### config.mk
export PLATFORM = sky130hd
export DESIGN_NAME = posix_tz_offset_parser
export DESIGN_NICKNAME = d
export VERILOG_FILES = /design/src/rtl/core/tzoff_pkg.sv /design/src/rtl/core/tzoff_parser.sv /design/src/rtl/core/tzoff_result.sv /design/src/rtl/core/posix_tz_offset_parser.sv
export SDC_FILE = /design/constraint.sdc
export NUM_CORES = 1
export LEC_CHECK = 0
export ABC_AREA = 1
export BUFFER_PORTS_ARGS = -buffer_cell sky130_fd_sc_hd__buf_4
export CAP_MARGIN = 20
export CORE_AREA = 3 3 120 122
export DETAILED_ROUTE_END_ITERATION = 16
export DIE_AREA = 0 0 123 125
export HOLD_SLACK_MARGIN = 0.1
export PLACE_DENSITY = 0.72
export SETUP_SLACK_MARGIN = 0.1
export SLEW_MARGIN = 20
export SYNTH_ARGS = -nofsm -noshare
export SYNTH_HDL_FRONTEND = slang
export SYNTH_SLANG_ARGS = --single-unit
### constraint.sdc
create_clock -name clk -period 9.25 [get_ports clk]
set_input_delay 1.85 -clock clk [delete_from_list [all_inputs] [get_ports clk]]
set_output_delay 1.85 -clock clk [all_outputs]
set_load 0.02 [all_outputs]
### src/rtl/core/tzoff_pkg.sv
// Shared types and constants for the POSIX TZ offset parser.
package tzoff_pkg;

    localparam int CHAR_W   = 8;
    localparam int ACC_W    = 8;
    localparam int TOTAL_W  = 20;
    localparam int OFFSET_W = 21;

    localparam logic [ACC_W-1:0] ACC_MAX = 8'd255;

    localparam logic [TOTAL_W-1:0] SECS_PER_HOUR   = 20'd3600;
    localparam logic [TOTAL_W-1:0] SECS_PER_MINUTE = 20'd60;

    localparam logic [CHAR_W-1:0] CHAR_PLUS  = 8'h2B;
    localparam logic [CHAR_W-1:0] CHAR_MINUS = 8'h2D;
    localparam logic [CHAR_W-1:0] CHAR_COLON = 8'h3A;
    localparam logic [CHAR_W-1:0] CHAR_ZERO  = 8'h30;
    localparam logic [CHAR_W-1:0] CHAR_NINE  = 8'h39;
    localparam logic [CHAR_W-1:0] CHAR_UC_A  = 8'h41;
    localparam logic [CHAR_W-1:0] CHAR_UC_Z  = 8'h5A;
    localparam logic [CHAR_W-1:0] CHAR_LC_A  = 8'h61;
    localparam logic [CHAR_W-1:0] CHAR_LC_Z  = 8'h7A;

    typedef struct packed {
        logic             negative;
        logic [ACC_W-1:0] hours;
        logic [ACC_W-1:0] minutes;
        logic [ACC_W-1:0] seconds;
    } tzoff_fields_t;

endpackage

### src/rtl/core/tzoff_parser.sv
// Input register and per-character parsing state of the TZ offset parser.
module tzoff_parser
(
    input  logic                             clk,
    input  logic                             rst_n,
    input  logic                             item_valid,
    output logic                             item_stall,
    input  logic [tzoff_pkg::CHAR_W-1:0]     character,
    input  logic                             last,
    input  logic                             out_free,
    output logic                             fire,
    output tzoff_pkg::tzoff_fields_t         fields
);

    localparam logic [2:0] PH_LETTERS = 3'd0;
    localparam logic [2:0] PH_HOURS   = 3'd1;
    localparam logic [2:0] PH_MINUTES = 3'd2;
    localparam logic [2:0] PH_SECONDS = 3'd3;
    localparam logic [2:0] PH_DONE    = 3'd4;

    logic                          s1_valid_reg;
    logic [tzoff_pkg::CHAR_W-1:0]  char_reg;
    logic                          last_reg;

    logic [2:0]                    phase_reg;
    logic [2:0]                    phase_next;
    logic                          negative_reg;
    logic                          negative_next;
    logic [tzoff_pkg::ACC_W-1:0]   hours_reg;
    logic [tzoff_pkg::ACC_W-1:0]   hours_next;
    logic [tzoff_pkg::ACC_W-1:0]   minutes_reg;
    logic [tzoff_pkg::ACC_W-1:0]   minutes_next;
    logic [tzoff_pkg::ACC_W-1:0]   seconds_reg;
    logic [tzoff_pkg::ACC_W-1:0]   seconds_next;

    logic                          in_accept;
    logic                          advance;
    logic                          is_digit;
    logic                          is_letter;
    logic [3:0]                    digit_val;

    function automatic logic [tzoff_pkg::ACC_W-1:0] acc_digit(
        input logic [tzoff_pkg::ACC_W-1:0] acc,
        input logic [3:0]                  digit
    );
        logic [11:0] v;
        v = 12'(acc) * 12'd10 + 12'(digit);
        if (v > 12'(tzoff_pkg::ACC_MAX))
        begin
            return tzoff_pkg::ACC_MAX;
        end
        return v[tzoff_pkg::ACC_W-1:0];
    endfunction

    // An item that ends a string needs room in the result register.
    assign advance    = s1_valid_reg && (!last_reg || out_free);
    assign item_stall = s1_valid_reg && !advance;
    assign in_accept  = item_valid && !item_stall;
    assign fire       = advance && last_reg;

    assign is_digit  = (char_reg >= tzoff_pkg::CHAR_ZERO) && (char_reg <= tzoff_pkg::CHAR_NINE);
    assign is_letter = ((char_reg >= tzoff_pkg::CHAR_UC_A) && (char_reg <= tzoff_pkg::CHAR_UC_Z))
                    || ((char_reg >= tzoff_pkg::CHAR_LC_A) && (char_reg <= tzoff_pkg::CHAR_LC_Z));
    assign digit_val = 4'(char_reg - tzoff_pkg::CHAR_ZERO);

    always_comb
    begin
        phase_next    = phase_reg;
        negative_next = negative_reg;
        hours_next    = hours_reg;
        minutes_next  = minutes_reg;
        seconds_next  = seconds_reg;
        unique case (phase_reg)
            PH_LETTERS:
            begin
                if (is_letter)
                begin
                    phase_next = PH_LETTERS;
                end
                else if (char_reg == tzoff_pkg::CHAR_MINUS)
                begin
                    negative_next = 1'b1;
                    phase_next    = PH_HOURS;
                end
                else if (char_reg == tzoff_pkg::CHAR_PLUS)
                begin
                    phase_next = PH_HOURS;
                end
                else if (is_digit)
                begin
                    hours_next = acc_digit(hours_reg, digit_val);
                    phase_next = PH_HOURS;
                end
                else if (char_reg == tzoff_pkg::CHAR_COLON)
                begin
                    phase_next = PH_MINUTES;
                end
                else
                begin
                    phase_next = PH_DONE;
                end
            end
            PH_HOURS:
            begin
                if (is_digit)
                begin
                    hours_next = acc_digit(hours_reg, digit_val);
                end
                else if (char_reg == tzoff_pkg::CHAR_COLON)
                begin
                    phase_next = PH_MINUTES;
                end
                else
                begin
                    phase_next = PH_DONE;
                end
            end
            PH_MINUTES:
            begin
                if (is_digit)
                begin
                    minutes_next = acc_digit(minutes_reg, digit_val);
                end
                else if (char_reg == tzoff_pkg::CHAR_COLON)
                begin
                    phase_next = PH_SECONDS;
                end
                else
                begin
                    phase_next = PH_DONE;
                end
            end
            PH_SECONDS:
            begin
                if (is_digit)
                begin
                    seconds_next = acc_digit(seconds_reg, digit_val);
                end
                else
                begin
                    phase_next = PH_DONE;
                end
            end
            default:
            begin
                phase_next = phase_reg;
            end
        endcase
    end

    assign fields.negative = negative_next;
    assign fields.hours    = hours_next;
    assign fields.minutes  = minutes_next;
    assign fields.seconds  = seconds_next;

    always_ff @(posedge clk or negedge rst_n)
    begin
        if (!rst_n)
        begin
            s1_valid_reg <= 1'b0;
        end
        else if (in_accept)
        begin
            s1_valid_reg <= 1'b1;
        end
        else if (advance)
        begin
            s1_valid_reg <= 1'b0;
        end
    end

    always_ff @(posedge clk)
    begin
        if (in_accept)
        begin
            char_reg <= character;
            last_reg <= last;
        end
    end

    always_ff @(posedge clk or negedge rst_n)
    begin
        if (!rst_n)
        begin
            phase_reg    <= PH_LETTERS;
            negative_reg <= 1'b0;
            hours_reg    <= '0;
            minutes_reg  <= '0;
            seconds_reg  <= '0;
        end
        else if (advance)
        begin
            if (last_reg)
            begin
                phase_reg    <= PH_LETTERS;
                negative_reg <= 1'b0;
                hours_reg    <= '0;
                minutes_reg  <= '0;
                seconds_reg  <= '0;
            end
            else
            begin
                phase_reg    <= phase_next;
                negative_reg <= negative_next;
                hours_reg    <= hours_next;
                minutes_reg  <= minutes_next;
                seconds_reg  <= seconds_next;
            end
        end
    end

`ifndef SYNTH
    // Every string starts from a clean state once its final item has been used.
    assert property (@(posedge clk) disable iff (!rst_n)
        fire |=> (phase_reg == PH_LETTERS) && !negative_reg && (hours_reg == '0))
    else $error("parser state not cleared after the final item of a string");

    // Nothing is accumulated while still skipping the zone name.
    assert property (@(posedge clk) disable iff (!rst_n)
        (phase_reg == PH_LETTERS) |-> !negative_reg && (hours_reg == '0)
            && (minutes_reg == '0) && (seconds_reg == '0))
    else $error("accumulator set while skipping letters");

    // Minutes and seconds only grow once the hours group has been left.
    assert property (@(posedge clk) disable iff (!rst_n)
        ((minutes_reg != '0) || (seconds_reg != '0))
            |-> (phase_reg != PH_LETTERS) && (phase_reg != PH_HOURS))
    else $error("minutes or seconds set before the hours group ended");
`endif

endmodule

### src/rtl/core/tzoff_result.sv
// Offset arithmetic and result register of the TZ offset parser.
module tzoff_result
(
    input  logic                                   clk,
    input  logic                                   rst_n,
    input  logic                                   fire,
    input  tzoff_pkg::tzoff_fields_t               fields,
    output logic                                   out_free,
    output logic                                   result_valid,
    input  logic                                   result_stall,
    output logic signed [tzoff_pkg::OFFSET_W-1:0]  offset_seconds
);

    logic                                  result_valid_reg;
    logic signed [tzoff_pkg::OFFSET_W-1:0] offset_reg;
    logic signed [tzoff_pkg::OFFSET_W-1:0] offset_next;
    logic [tzoff_pkg::TOTAL_W-1:0]         total;

    assign total = tzoff_pkg::TOTAL_W'(fields.hours) * tzoff_pkg::SECS_PER_HOUR
                 + tzoff_pkg::TOTAL_W'(fields.minutes) * tzoff_pkg::SECS_PER_MINUTE
                 + tzoff_pkg::TOTAL_W'(fields.seconds);

    // The POSIX sign is inverted: a '-' gives a positive offset.
    assign offset_next = fields.negative ? $signed({1'b0, total})
                                         : -$signed({1'b0, total});

    assign out_free       = !result_valid_reg || !result_stall;
    assign result_valid   = result_valid_reg;
    assign offset_seconds = offset_reg;

    always_ff @(posedge clk or negedge rst_n)
    begin
        if (!rst_n)
        begin
            result_valid_reg <= 1'b0;
        end
        else if (fire)
        begin
            result_valid_reg <= 1'b1;
        end
        else if (!result_stall)
        begin
            result_valid_reg <= 1'b0;
        end
    end

    always_ff @(posedge clk)
    begin
        if (fire)
        begin
            offset_reg <= offset_next;
        end
    end

`ifndef SYNTH
    // A finished string never overwrites a result that is still waiting.
    assert property (@(posedge clk) disable iff (!rst_n)
        !(fire && result_valid_reg && result_stall))
    else $error("result overwritten while stalled");

    // The offset stays within what three saturated groups can give.
    assert property (@(posedge clk) disable iff (!rst_n)
        result_valid_reg |-> (offset_reg <= 21'sd933555) && (offset_reg >= -21'sd933555))
    else $error("offset out of range");
`endif

endmodule

### src/rtl/core/posix_tz_offset_parser.sv
// Top level of the POSIX TZ offset parser.
// The result register takes the last item from the input register when it is free.
// Throughput: one item per cycle; an item that gives no result never waits on the output.
// The rate is set by the single parsing stage between the input and result registers.
// Reset is asynchronous and active low; it clears the parsing state and both valid flags.
module posix_tz_offset_parser
(
    input  logic                                   clk,
    input  logic                                   rst_n,
    input  logic                                   item_valid,
    output logic                                   item_stall,
    input  logic [tzoff_pkg::CHAR_W-1:0]           character,
    input  logic                                   last,
    output logic                                   result_valid,
    input  logic                                   result_stall,
    output logic signed [tzoff_pkg::OFFSET_W-1:0]  offset_seconds
);

    logic                     fire;
    logic                     out_free;
    tzoff_pkg::tzoff_fields_t fields;

    tzoff_parser u_parser
    (
        .clk        (clk),
        .rst_n      (rst_n),
        .item_valid (item_valid),
        .item_stall (item_stall),
        .character  (character),
        .last       (last),
        .out_free   (out_free),
        .fire       (fire),
        .fields     (fields)
    );

    tzoff_result u_result
    (
        .clk            (clk),
        .rst_n          (rst_n),
        .fire           (fire),
        .fields         (fields),
        .out_free       (out_free),
        .result_valid   (result_valid),
        .result_stall   (result_stall),
        .offset_seconds (offset_seconds)
    );

endmodule

==> results.md <==
- Clock Latency Late Sink: 0.34 ns
- Final ANT Viol Nets: 0
- Clk buf depth: 2
- # fillers: 1243
- Port Buffer Count: 35
- Rel. slew slack: 0.3710
- Syn-to-layout area delta: 10.14%
- Final setup viols: 0
- Num ports: 36
- Die area: 0.01538 mm^2
- DRC: 0
- Syn_nets: 1111
- Worst endpoint required time: 9.35 ns
- Die Ht: 125 um
- Compound-Gate Fraction of Synth Area: 0.09459
- Root buf cell: clkbuf_16
- Setup CP Type: register to register
- CTS H-tree depth: 3
- Avg Cell Area, Syn: 7.786 um^2
- Detailed placer's ending HPWL: 12680 um
- XOR/XNOR share of the synthesized area: 0.06391
- Largest net degree at the start of global routing: 31
- Synth top area share: 0.2034
- Max-slew violations: 0
- Total CTS buffers: 9
- Kind of cell adding the most delay to the critical path: adder cells
- Crit Reg-Reg Startpoint: u_parser.minutes_reg[1]
- DR vias/cell: 5.269
- # rows: 42
- Largest register FFs: 21
- CP startpoint: u_parser.minutes_reg[1]
- GP Congestion: 0.9069
- Post-CTS sizing: 0
- Synth top cells by count: 195 x nand2_1, 165 x inv_1, 120 x ha_1, 65 x nand3_1, 56 x o21ai_0
- Largest family of logic cells by synthesized area: adder cells
- Post-CTS setup buffers: 0
- PD cells: 217.6 mW/mm^2
- Via count: 6165
- Async SR Flop Fraction: 0.5000
- Cell area after synthesis: 0.007381 mm^2
- Post-synth EDFFs: 30
- First-pass GRT wire length: 26790 um
- Top Metal Used: met4
- Maximum vdd drop: 0.09637 mV
- Pre-antenna DRT Iters: 5
- Final WL: 15310 um
- Measured slew at the worst slew-check pin: 0.9337 ns
- WP data arrival: 7.83 ns
- Initial antenna violation count: 0
- Share of post-route cells with drive strength above 1: 0.09759
- CTS tree: built
- Status: finished clean
- Dominant cell type by area after synthesis: ha_1
- Met3 WL: 664 um
- Synth Warn #: 0
- Placed inst area: 0.007844 mm^2
- Slowest CP cell: fa_1
- Cell Count, Final, Fillers Out: 1170
- CTS clk-pin slew, worst paths: 0.06 ns
- Critical path startpoint category: register
- Setup TNS: 0 ns
- GRT overflow: 0
- Final instance area: 0.008129 mm^2
- GR Util All Layers: 0.2144
- Met2 wire len: 7050 um
- Max Cap Viol: 0
- Initial Util: 0.5551
- Post-synthesis sequential area ratio: 0.2238
- Final worst-path cycle share: 0.8354
- CP peak stage delay: 0.54 ns
- Met1 wire length: 7326 um
- Wirelength per Cell: 13.08 um
- RSZ-0062 raised after global routing: false
- Worst setup slack after layout: 1.522 ns
- Post-CTS Hold Buffers: 0
- Ys flop type: edfxtp_1
- Layout Nets: 1152
- Seq cells post-synth: 60
- N_diodes: 0
- Worst Hold Class: register to register
- Adder-Cell Fraction of Synth Area: 0.2848
- Post-synthesis instance total: 948
- Worst Path Buf+Inv: 2
- Vias in the first global route: 5984
- HP Start: u_result.result_valid
- Simple-Gate Fraction of Synth Area: 0.2389
- Total clock sinks: 60
- Cell variety after synth: 52
- Tmin final: 7.728 ns
- Post-synthesis mux area share: 0
- Placed cells: 1154
- Most frequent cell after synthesis: nand2_1
- Final hold violations: 0
- CP endpoint kind: register
- Synth area leaders: ha_1 20%, edfxtp_1 12%, dfrtp_1 10%
- Core area: 0.01330 mm^2
- Worst Skew: 0.009329 ns
- Peak Freq: 129.4 MHz
- DIE WIDTH: 123 um
- Crit Path Max Fanout: 8
- Place WS: 1.504 ns
- Initial drt markers: 339
- Leakage: 4.579 nW
[logic make-up after synthesis]
group                      count (synthesis)
and+or+nand+nor                          376
buffers and inverters                    183
adders and majority gates                150
AOI/OAI and AO/OA                        126
DFF                                       60
xor gates and xnor gates                  53
[layout by cell type, fill, tap and decap left out, types with 9 or more instances in the layout]
cell type,Yosys,routed
inv_1,165,165
a21oi_1,30,30
inv_2,10,10
ha_1,120,120
o21ai_0,56,56
buf_4,1,36
clkbuf_16,0,9
nand2_1,195,195
dfrtp_1,30,30
xor2_1,37,37
xnor2_1,15,15
fa_1,30,30
o21ai_1,11,11
nand4_1,18,18
nor2_1,50,50
edfxtp_1,30,30
nand3_1,65,65
[layer usage]
layer  global-route usage  vias up
li1                     -     3204
met1               0.2887     2807
met2               0.3519      129
met3              0.04110       25
met4              0.06059        0
met5                    0        -
[worst min-delay path, stage by stage, from the launching register on]
cell,delay [ns]
dfrtp_1,0.37
nand2_1,0.06
nand2_1,0.05
[per-stage QoR]
step	util	power (mW)	hold WS, ns
after CTS	0.6114	1.777	0.5166
after global placement	0.5900	1.425	0.4967
after floorplan	-	1.198	0.4952
after detailed placement	0.5900	1.435	0.4961
final	0.6114	1.769	0.5070
after global routing	0.6114	1.956	0.5499
[report_power, final]
part,switching [mW],leakage [nW],total [mW],internal (mW)
registers,0.0242,0.691,0.385,0.360
logic,0.663,3.75,1.05,0.388
clock network,0.126,0.139,0.333,0.207
[path summary, 6_finish.rpt]
kind	end	slack [ns]	cells past startpoint
setup / recovery	u_result.offset_seconds[19]	1.52	36
hold / removal	u_result.result_valid	0.51	2
setup reg to reg	u_result.offset_seconds[19]	1.52	36
hold reg to reg	u_result.result_valid	0.51	2
max in group asynchronous	u_parser.seconds_reg[2]	7.50	1
min in group asynchronous	u_parser.minutes_reg[6]	1.44	1
[final cells by class]
| class | instances | area, um^2 | share of cell area |
|---|---|---|---|
| flip-flops and latches | 60 | 1652 | 0.2032 |
| well taps | 176 | 220.2 | 0.02709 |
| clock inverters | 5 | 52.55 | 0.006465 |
| repair buffers | 36 | 270.3 | 0.03325 |
| multi-input cells | 705 | 5035 | 0.6194 |
| inverters | 177 | 666.9 | 0.08204 |
| clock buffers | 11 | 232.7 | 0.02863 |
(Power assumes the default switching activity.)
